### config.mk
export PLATFORM = sky130hd
export DESIGN_NAME = length_crc_frame_receiver
export DESIGN_NICKNAME = d
export VERILOG_FILES = /design/src/lcfr_pkg.sv /design/src/lcfr_front.sv /design/src/lcfr_queue.sv /design/src/lcfr_back.sv /design/src/length_crc_frame_receiver.sv
export SDC_FILE = /design/constraint.sdc
export NUM_CORES = 1
export LEC_CHECK = 0
export BUFFER_PORTS_ARGS = -buffer_cell sky130_fd_sc_hd__buf_4
export CORE_ASPECT_RATIO = 1.75
export CORE_MARGIN = 4
export CORE_UTILIZATION = 50
export CTS_BUF_LIST = sky130_fd_sc_hd__clkbuf_16
export DETAILED_ROUTE_END_ITERATION = 6
export PLACE_DENSITY = 0.66
export SLEW_MARGIN = 20
export SYNTH_ARGS = -nofsm -noshare
export SYNTH_HDL_FRONTEND = slang
export SYNTH_SLANG_ARGS = --single-unit
### constraint.sdc
create_clock -name clk -period 4.95 [get_ports clk]
set_input_delay 0.495 -clock clk [delete_from_list [all_inputs] [get_ports clk]]
set_output_delay 0.495 -clock clk [all_outputs]
set_load 0.01 [all_outputs]
### src/lcfr_pkg.sv
// Shared types, constants and the CRC-32 byte update for the frame receiver.
`timescale 1ns / 1ps
`default_nettype none

package lcfr_pkg;

  localparam logic [31:0] CRC_POLY = 32'hEDB8_8320;
  localparam logic [31:0] CRC_INIT = 32'hFFFF_FFFF;

  localparam logic KIND_PAYLOAD = 1'b0;
  localparam logic KIND_STATUS  = 1'b1;

  localparam int QUEUE_DEPTH_DEFAULT = 4;

  typedef struct packed {
    logic        kind;
    logic [7:0]  data;
    logic        last;
    logic [31:0] length;
    logic [31:0] crc_rx;
  } entry_t;

  function automatic logic [31:0] crc_byte(input logic [31:0] crc_in, input logic [7:0] b);
    logic [31:0] c;
    c = crc_in ^ {24'd0, b};
    for (int i = 0; i < 8; i++) begin
      if (c[0]) begin
        c = (c >> 1) ^ CRC_POLY;
      end else begin
        c = c >> 1;
      end
    end
    return c;
  endfunction

endpackage

`default_nettype wire

### src/lcfr_front.sv
// Front end: tracks the frame phase and classifies each received byte.
`timescale 1ns / 1ps
`default_nettype none

module lcfr_front
  import lcfr_pkg::*;
(
  input  wire logic       clk,
  input  wire logic       rst,
  input  wire logic       in_valid,
  output logic            in_stall,
  input  wire logic [7:0] rx_byte,
  input  wire logic       q_full,
  output logic            q_push,
  output entry_t          q_entry
);

  typedef enum logic [2:0] {
    PH_HEADER  = 3'b001,
    PH_PAYLOAD = 3'b010,
    PH_TRAILER = 3'b100
  } phase_t;

  phase_t      phase, phase_next;
  logic [1:0]  header_count, header_count_next;
  logic [31:0] length_value, length_value_next;
  logic [31:0] bytes_left, bytes_left_next;
  logic [31:0] crc_received, crc_received_next;
  logic        accept;

  assign in_stall = q_full;
  assign accept   = in_valid && !q_full;

  always_comb begin
    phase_next        = phase;
    header_count_next = header_count;
    length_value_next = length_value;
    bytes_left_next   = bytes_left;
    crc_received_next = crc_received;
    q_push            = 1'b0;
    q_entry           = '0;
    if (accept) begin
      unique case (phase)
        PH_PAYLOAD: begin
          bytes_left_next = bytes_left - 32'd1;
          q_push          = 1'b1;
          q_entry.kind    = KIND_PAYLOAD;
          q_entry.data    = rx_byte;
          q_entry.last    = (bytes_left == 32'd1);
          if (bytes_left == 32'd1) begin
            phase_next        = PH_TRAILER;
            header_count_next = 2'd0;
          end
        end
        PH_TRAILER: begin
          crc_received_next = {crc_received[23:0], rx_byte};
          if (header_count == 2'd3) begin
            q_push            = 1'b1;
            q_entry.kind      = KIND_STATUS;
            q_entry.length    = length_value;
            q_entry.crc_rx    = crc_received_next;
            phase_next        = PH_HEADER;
            header_count_next = 2'd0;
            length_value_next = 32'd0;
            bytes_left_next   = 32'd0;
            crc_received_next = 32'd0;
          end else begin
            header_count_next = header_count + 2'd1;
          end
        end
        default: begin
          length_value_next = {length_value[23:0], rx_byte};
          if (header_count == 2'd3) begin
            header_count_next = 2'd0;
            crc_received_next = 32'd0;
            bytes_left_next   = length_value_next;
            phase_next        = (length_value_next == 32'd0) ? PH_TRAILER : PH_PAYLOAD;
          end else begin
            phase_next        = PH_HEADER;
            header_count_next = header_count + 2'd1;
          end
        end
      endcase
    end
  end

  always_ff @(posedge clk) begin
    if (rst) begin
      phase        <= PH_HEADER;
      header_count <= 2'd0;
      length_value <= 32'd0;
      bytes_left   <= 32'd0;
      crc_received <= 32'd0;
    end else begin
      phase        <= phase_next;
      header_count <= header_count_next;
      length_value <= length_value_next;
      bytes_left   <= bytes_left_next;
      crc_received <= crc_received_next;
    end
  end

endmodule

`default_nettype wire

### src/lcfr_queue.sv
// Small register queue that carries classified transactions from front to back.
`timescale 1ns / 1ps
`default_nettype none

module lcfr_queue
  import lcfr_pkg::*;
#(
  parameter int DEPTH = QUEUE_DEPTH_DEFAULT
) (
  input  wire logic   clk,
  input  wire logic   rst,
  input  wire logic   push,
  input  wire entry_t push_entry,
  output logic        full,
  input  wire logic   pop,
  output logic        q_valid,
  output entry_t      head
);

  localparam int IDX_W = (DEPTH > 1) ? $clog2(DEPTH) : 1;
  localparam int CNT_W = $clog2(DEPTH + 1);

  entry_t             entries [DEPTH];
  logic [IDX_W-1:0]   wr_ptr, rd_ptr;
  logic [CNT_W-1:0]   count;
  logic               do_push, do_pop;

  assign full    = (count == CNT_W'(DEPTH));
  assign q_valid = (count != '0);
  assign head    = entries[rd_ptr];
  assign do_push = push && !full;
  assign do_pop  = pop && q_valid;

  always_ff @(posedge clk) begin
    if (do_push) begin
      entries[wr_ptr] <= push_entry;
    end
  end

  always_ff @(posedge clk) begin
    if (rst) begin
      wr_ptr <= '0;
      rd_ptr <= '0;
      count  <= '0;
    end else begin
      if (do_push) begin
        wr_ptr <= (wr_ptr == IDX_W'(DEPTH - 1)) ? '0 : wr_ptr + IDX_W'(1);
      end
      if (do_pop) begin
        rd_ptr <= (rd_ptr == IDX_W'(DEPTH - 1)) ? '0 : rd_ptr + IDX_W'(1);
      end
      if (do_push && !do_pop) begin
        count <= count + CNT_W'(1);
      end else if (do_pop && !do_push) begin
        count <= count - CNT_W'(1);
      end
    end
  end

endmodule

`default_nettype wire

### src/lcfr_back.sv
// Back end: updates the CRC, checks the trailer and holds the output register.
`timescale 1ns / 1ps
`default_nettype none

module lcfr_back
  import lcfr_pkg::*;
(
  input  wire logic   clk,
  input  wire logic   rst,
  input  wire logic   q_valid,
  input  wire entry_t head,
  output logic        pop,
  output logic        out_valid,
  input  wire logic   out_stall,
  output logic        kind,
  output logic [7:0]  payload_byte,
  output logic        payload_last,
  output logic [31:0] frame_length,
  output logic        crc_match
);

  logic [31:0] crc_running;

  assign pop = q_valid && (!out_valid || !out_stall);

  always_ff @(posedge clk) begin
    if (rst) begin
      out_valid   <= 1'b0;
      crc_running <= CRC_INIT;
    end else begin
      if (pop) begin
        out_valid <= 1'b1;
        if (head.kind == KIND_STATUS) begin
          crc_running <= CRC_INIT;
        end else begin
          crc_running <= crc_byte(crc_running, head.data);
        end
      end else if (!out_stall) begin
        out_valid <= 1'b0;
      end
    end
  end

  always_ff @(posedge clk) begin
    if (pop) begin
      kind <= head.kind;
      if (head.kind == KIND_STATUS) begin
        payload_byte <= 8'd0;
        payload_last <= 1'b0;
        frame_length <= head.length;
        crc_match    <= ((crc_running ^ CRC_INIT) == head.crc_rx);
      end else begin
        payload_byte <= head.data;
        payload_last <= head.last;
        frame_length <= 32'd0;
        crc_match    <= 1'b0;
      end
    end
  end

endmodule

`default_nettype wire

### src/length_crc_frame_receiver.sv
// Top level of the length-prefixed frame receiver with CRC-32 trailer check.
//
//   Channel | Handshake            | Payload
//   --------+----------------------+-----------------------------------------------
//   in      | in_valid / in_stall  | rx_byte
//   out     | out_valid / out_stall| kind, payload_byte, payload_last,
//           |                      | frame_length, crc_match
//
// One byte is accepted per cycle while the queue has room; each payload byte and
// the last trailer byte give a result through the queue and output register.
// The back end updates the CRC one byte at a time.
// Reset clears the frame phase, the queue and the output valid.
// A stall on the output fills the queue, after which in_stall rises.
`timescale 1ns / 1ps
`default_nettype none

module length_crc_frame_receiver
  import lcfr_pkg::*;
#(
  parameter int QUEUE_DEPTH = QUEUE_DEPTH_DEFAULT
) (
  input  wire logic        clk,
  input  wire logic        rst,
  input  wire logic        in_valid,
  output logic             in_stall,
  input  wire logic [7:0]  rx_byte,
  output logic             out_valid,
  input  wire logic        out_stall,
  output logic             kind,
  output logic [7:0]       payload_byte,
  output logic             payload_last,
  output logic [31:0]      frame_length,
  output logic             crc_match
);

  entry_t push_entry, head;
  logic   push, full, pop, q_valid;

  lcfr_front u_front (
    .clk      (clk),
    .rst      (rst),
    .in_valid (in_valid),
    .in_stall (in_stall),
    .rx_byte  (rx_byte),
    .q_full   (full),
    .q_push   (push),
    .q_entry  (push_entry)
  );

  lcfr_queue #(
    .DEPTH (QUEUE_DEPTH)
  ) u_queue (
    .clk        (clk),
    .rst        (rst),
    .push       (push),
    .push_entry (push_entry),
    .full       (full),
    .pop        (pop),
    .q_valid    (q_valid),
    .head       (head)
  );

  lcfr_back u_back (
    .clk          (clk),
    .rst          (rst),
    .q_valid      (q_valid),
    .head         (head),
    .pop          (pop),
    .out_valid    (out_valid),
    .out_stall    (out_stall),
    .kind         (kind),
    .payload_byte (payload_byte),
    .payload_last (payload_last),
    .frame_length (frame_length),
    .crc_match    (crc_match)
  );

endmodule

`default_nettype wire
==> key figures, run 1 <==
STA
  • Max Clock Skew: 0.0103 ns
  • Tightest Pin Transition: 1.06 ns
  • Fin. Hold Viols: 0
  • Final setup fails: 0
  • RSZ-0062 raised after global routing: false
  • Worst slew margin: 29.5%
  • Worst hold slack: 0.222 ns
  • Final slew viol count: 0
  • Max frequency: 0.307 GHz
  • Setup WS post-layout: 1.69 ns
  • Setup tns final: 0 ns
  • Tcrit/Tclk final: 65.8%
  • Final min period: 3.26 ns

Die
  • Row count: 96
  • Core ar.: 39000 sq um
  • Die Y: 271 um
  • Ports: 57
  • Chip Width: 158 um
  • Full die area: 42800 sq um
  • Starting density of the core: 50.5%

Route
  • 1st-pass router iterations: 5
  • DR DRC count: 0
  • Initial DRC count: 890
  • Vias per std cell: 5.87
  • Routed WL: 44.9 mm
  • Routed Antenna Nets: 0
  • Wire length per cell: 23.4 um
  • Via count: 11300

Clocking
  • Buffer count from post-CTS setup fixing: 0
  • CTS buffer count: 43
  • Clock root buffer: clkbuf_16
  • Clock Latency Late Sink: 0.55 ns
  • Post-CTS Resized: 0
  • Reg clk slew, reported paths: 0.06 ns
  • CTS Buffer Depth: 3
  • H-tree depth: 2
  • CTS tree: yes
  • Hold_buf cts: 0
  • Clk sink count: 474

Placed design
  • GPL Wtd Cong: 0.840
  • Setup WS pre-CTS: 1.72 ns
  • Final HPWL DP: 30.0 mm
  • Area of placed instances: 20600 sq um
  • I/O Buffers: 56

Setup path
  • Reg2Reg Setup Slack: 1.69 ns
  • Crit path max fanout: 36
  • Worst EP arrival: 3.48 ns
  • Critical path type: reg2reg
  • Worst EP required: 5.17 ns
  • Crit path capture type: register
  • Worst R2R End: u_queue.entries[2][52]$_DFFE_PP_
  • Worst r2r path cells: 5
  • Critical path launch point type: register
  • Critical R2R Launch: u_front.phase[1]$_SDFFE_PP0P_

Synthesis
  • Post-synthesis simple-gate area fraction: 10.2%
  • Compound-Gate Fraction of Synth Area: 6.62%
  • Syn avg cell area: 14.5 sq um
  • Synth Area in XOR/XNOR: 6.39%
  • Post-synthesis sequential area ratio: 65.4%
  • Seq cells post-synth: 474
  • Post-synth EDFFs: 339
  • Synth Net Count: 1381
  • Asr flop ratio synth: 0%
  • Ys flop type: edfxtp_1
  • Post-synthesis mux area share: 8.76%
  • Synthesized netlist cell count: 1359
  • Ys Warns: 0
  • Synthesized-area fraction occupied by adder cells: 0.673%
  • Largest family of logic cells by synthesized area: simple AND/OR/NAND/NOR gates
  • Post-Syn Area: 19700 sq um
  • Unique masters post-synth: 57

Final layout
  • P&R area growth vs syn: 11.9%
  • Inserted Diodes: 0
  • Layout cell share with drive strength beyond 1: 17.7%
  • Core utilization of the finished layout: 56.5%
  • Multi-input logic area: 6480 sq um
  • Commonest non-fill, non-tap cells in the layout: edfxtp_1, dfxtp_1, nor2_1
  • Seq. cell area: 12900 sq um
  • Final instance area: 22000 sq um
  • FILL cells: 3041
  • Commonest non-fill, non-tap cell in the layout: edfxtp_1
  • Post-layout net count: 1421

Power and ir drop
  • Pwr dens: 575 nW/um^2
  • LEAKAGE: 7.20 nW
  • Max VDD drop: 302 uV

Run status
  • Status: complete, no violations

Min path
  • Worst hold start: out_stall
  • Hold-critical path depth: 3
  • Hold endpoint: u_back.out_valid$_SDFFE_PP0P_
  • Hold Path Class: in2reg

Global routing
  • GRT overflow: 0
  • Gr busiest metal: met2
  • First-pass GRT wire length: 69.8 mm
  • GR Util met3: 2.46%
  • Gr usage total: 21.4%
  • Largest net degree at the start of global routing: 77
  • Global Route met1 Usage: 25.1%
  • Met2 Use GR: 39.0%
  • Vias in the first global route: 11700
  • Initial antenna violation count: 1

Job
  • # Max-Cap Violations: 0
cells in the mapped netlist (all sizes together) (3+ instances only):
master | n | area share (%)
o22ai | 16 | 0.51
nor3 | 30 | 0.81
a31oi | 6 | 0.19
inv | 13 | 0.25
or2 | 3 | 0.095
clkbuf | 65 | 1.2
nor2 | 129 | 2.5
dfxtp | 135 | 14
a22o | 4 | 0.18
nand4 | 14 | 0.44
xnor2 | 66 | 4.2
or3 | 7 | 0.22
and2 | 112 | 3.6
or4 | 5 | 0.21
edfxtp | 339 | 52
ha | 9 | 0.57
xor2 | 44 | 2.0
nand2 | 32 | 0.61
a21oi | 52 | 1.3
a211o | 3 | 0.13
a221oi | 11 | 0.49
a32oi | 3 | 0.13
o21ai | 30 | 0.76
nand2b | 17 | 0.54
a21o | 3 | 0.11
nor4 | 19 | 0.64
mux2i | 6 | 0.30
a211oi | 3 | 0.11
buf | 15 | 0.44
nand3 | 6 | 0.15
mux4 | 73 | 8.3
a22oi | 61 | 2.3
and3 | 12 | 0.38
cells by family after synthesis:
| family | after synthesis |
|---|---|
| AOI/OAI and AO/OA | 200 |
| xor gates and xnor gates | 112 |
| adders and majority gates | 10 |
| buffers and inverters | 93 |
| DFF | 474 |
| muxes | 81 |
| and+or+nand+nor | 389 |
state kept, by name (all words and copies together), names as in the netlist, 3 cells and up, named ones only:
| name | flops |
|---|---|
| u_front.length_value | 32 |
| u_queue.entries | 296 |
| u_front.crc_received | 24 |
| u_back.payload_byte | 8 |
| u_back.crc_running | 32 |
| u_queue.count | 3 |
| u_front.bytes_left | 32 |
| u_front.phase | 3 |
| u_back.frame_length | 32 |
worst max path at each step:
stage,start,end
2_1_floorplan,u_front.phase[2]$_SDFFE_PP0P_,u_queue.entries[0][0]$_DFFE_PP_
3_3_place_gp,u_front.phase[1]$_SDFFE_PP0P_,u_queue.entries[2][32]$_DFFE_PP_
3_5_place_dp,u_front.phase[1]$_SDFFE_PP0P_,u_queue.entries[2][32]$_DFFE_PP_
4_1_cts,u_front.phase[1]$_SDFFE_PP0P_,u_queue.entries[2][38]$_DFFE_PP_
5_1_grt,u_front.phase[1]$_SDFFE_PP0P_,u_queue.entries[2][38]$_DFFE_PP_
6_report,u_front.phase[1]$_SDFFE_PP0P_,u_queue.entries[2][52]$_DFFE_PP_
power by group:
group          internal [W]  switching [W]
registers           0.00463       0.000421
logic               0.00207        0.00222
clock network       0.00188        0.00145
layout make-up:
cell class / instances / area share [%]
sequential: 474 / 58.5
tap: 490 / 2.78
inverter: 13 / 0.221
multi-input combinational: 792 / 29.4
clock inverter: 32 / 1.10
timing repair buffer: 75 / 2.67
clock buffer: 47 / 5.34
critical path, stage by stage, from the launching register on:
cell	delay, ns
dfxtp_1	0.53
or3b_2	0.78
nor2_1	0.35
or2_2	0.25
and2_4	0.53
buf_4	0.42
per-layer routing:
layer | vias to the layer above | part of all wire (%)
li1 | 5200 | -
met1 | 5705 | 37
met2 | 284 | 55
met3 | 107 | 3.5
met4 | 0 | 4.6
met5 | - | 0
metrics by stage:
step	power [W]	std cells
after detailed placement	0.00949	1844
after global routing	0.0133	1923
after global placement	0.00947	1844
after CTS	0.0128	1923
after floorplan	0.00845	1359
final	0.0127	1923
Power figures use the tool's default switching activity.
==> run 2, diff against run 1 <==
Settings changed: PLACE_DENSITY 0.66 to 0.69.
Clock period 4.95 ns to 2.9 ns, I/O delays scaled along.
==> run 2 against run 1 <==
Against the previous run:
- global-route usage decreased by 0.24 points
- hold slack got worse by 0.20 ns
- critical endpoint is now u_queue.count[2]$_SDFFE_PP0P_
- largest power group unchanged
- highest routed layer unchanged
- design area increased by 2.1%
- power increased by 75%
- clock-buffer cell count decreased by 2
==> key figures, run 2 (synthesis results as in run 1) <==
Final layout
  • Seq. cell area: 12900 sq um
  • Post-route non-filler standard cell count: 1958
  • Final instance area: 22500 sq um
  • Multi-input logic area: 6480 sq um
  • Layout cell share with drive strength beyond 1: 19.9%
  • P&R area growth vs syn: 14.2%
  • Commonest non-fill, non-tap cell in the layout: edfxtp_1
  • FILL cells: 2981
  • Commonest non-fill, non-tap cells in the layout: edfxtp_1, dfxtp_1, nor2_1
  • Post-layout net count: 1456
  • Most flops, register: u_queue.entries
  • Inserted Diodes: 0
  • Max reg flops: 296

Global routing
  • Initial antenna violation count: 0
  • Largest net degree at the start of global routing: 71
  • Gr usage total: 21.1%
  • Gr busiest metal: met2
  • GR Util met3: 2.27%
  • First-pass GRT wire length: 69.4 mm
  • Met2 Use GR: 38.8%
  • Vias in the first global route: 11900
  • GRT overflow: 0
  • Global Route met1 Usage: 24.5%

STA
  • Final slew viol count: 0
  • Tightest Pin Transition: 0.732 ns
  • Tcrit/Tclk final: 90.2%
  • Fin. Hold Viols: 0
  • Worst hold slack: 0.0233 ns
  • RSZ-0062 raised after global routing: false
  • Setup WS post-layout: 0.284 ns
  • Max frequency: 0.382 GHz
  • Final setup fails: 0
  • Worst slew margin: 51.2%
  • Max Clock Skew: 0.0100 ns
  • Final min period: 2.62 ns

Setup path
  • Worst Path Buf+Inv: 1
  • CP max stage delay: 0.52 ns
  • Crit-path leading delay family: simple AND/OR/NAND/NOR gates
  • Crit path cell chain: or3b_2 -> nor2_2 -> or2_2 -> ha_1 -> inv_1 -> fa_1 -> xor2_1 -> or3_1 -> a21oi_1
  • Worst path slowest cell: dfxtp_1
  • Critical path type: reg2reg
  • Crit path max fanout: 11
  • Crit path capture type: register
  • Worst EP required: 3.38 ns
  • Critical path launch point type: register
  • Worst EP arrival: 3.09 ns

Clocking
  • CTS Buffer Depth: 3
  • Clock Latency Late Sink: 0.54 ns
  • Reg clk slew, reported paths: 0.07 ns
  • CTS tree: yes
  • Hold_buf cts: 0
  • H-tree depth: 2
  • Post-CTS Resized: 0
  • Clk sink count: 474
  • CTS buffer count: 42
  • Clock root buffer: clkbuf_16
  • Buffer count from post-CTS setup fixing: 0

Die
  • Die Y: 271 um
  • Core ar.: 39000 sq um
  • Starting density of the core: 50.5%
  • Ports: 57
  • Row count: 96
  • Full die area: 42800 sq um
  • Chip Width: 158 um

Placed design
  • Dpl cells: 1880
  • Area of placed instances: 21000 sq um
  • I/O Buffers: 56
  • Setup WS pre-CTS: 0.268 ns
  • Final HPWL DP: 29.8 mm
  • GPL Wtd Cong: 0.853

Power and ir drop
  • Total chip power: 0.0222 W
  • Pwr dens: 987 nW/um^2
  • Max VDD drop: 607 uV
  • LEAKAGE: 7.31 nW

Run status
  • Status: complete, no violations

Route
  • Routed WL: 44.3 mm
  • Vias per std cell: 5.85
  • DR DRC count: 0
  • 1st-pass router iterations: 5
  • Routed Antenna Nets: 0
  • Wire length per cell: 22.6 um
  • Via count: 11500
  • Initial DRC count: 851

Job
  • # Max-Cap Violations: 0

Min path
  • Hold Path Class: in2reg
## run 2: worst paths after layout
check	cells past startpoint	start	end	slack, ns
max	9	u_front.phase[1]$_SDFFE_PP0P_	u_queue.count[2]$_SDFFE_PP0P_	0.28
min	3	out_stall	u_back.out_valid$_SDFFE_PP0P_	0.02
max reg2reg	9	u_front.phase[1]$_SDFFE_PP0P_	u_queue.count[2]$_SDFFE_PP0P_	0.28
min reg2reg	2	u_queue.rd_ptr[1]$_SDFFE_PP0P_	register	0.49
## run 2: tightest hold or removal path: cells and delay by family
family / cells / cell delay [ns]
and+or+nand+nor: 1 / 0.06
buffers and inverters: 1 / 0.11
AOI/OAI and AO/OA: 1 / 0.05
## run 2: per-layer routing
layer	vias to the layer above	share of wire, %
met5	-	0
met4	0	4.9
met3	116	3.7
met2	295	55
met1	5781	36
li1	5264	-
## run 2: where the power goes
part	internal [W]	leakage, nW	switching (W)
Sequential	0.00789	3.93	0.000583
Combinational	0.00375	2.62	0.00402
Clock	0.00353	0.761	0.00243
Total	0.0152	7.31	0.00703
## run 2: cell type report
cell class / instances / share of cell area, %
Clock inverter: 33 / 1.63
Sequential cell: 474 / 57.3
Tap cell: 490 / 2.73
Clock buffer: 45 / 5.01
Multi-Input combinational cell: 792 / 28.8
Inverter: 13 / 0.217
Timing Repair Buffer: 111 / 4.32
## run 2: metrics by stage
stage | setup TNS, ns | utilization, %
finish | 0 | 57.6
global placement | 0 | 53.8
floorplan | -30.91 | -
global route | 0 | 57.6
CTS | 0 | 57.6
detailed placement | 0 | 53.8
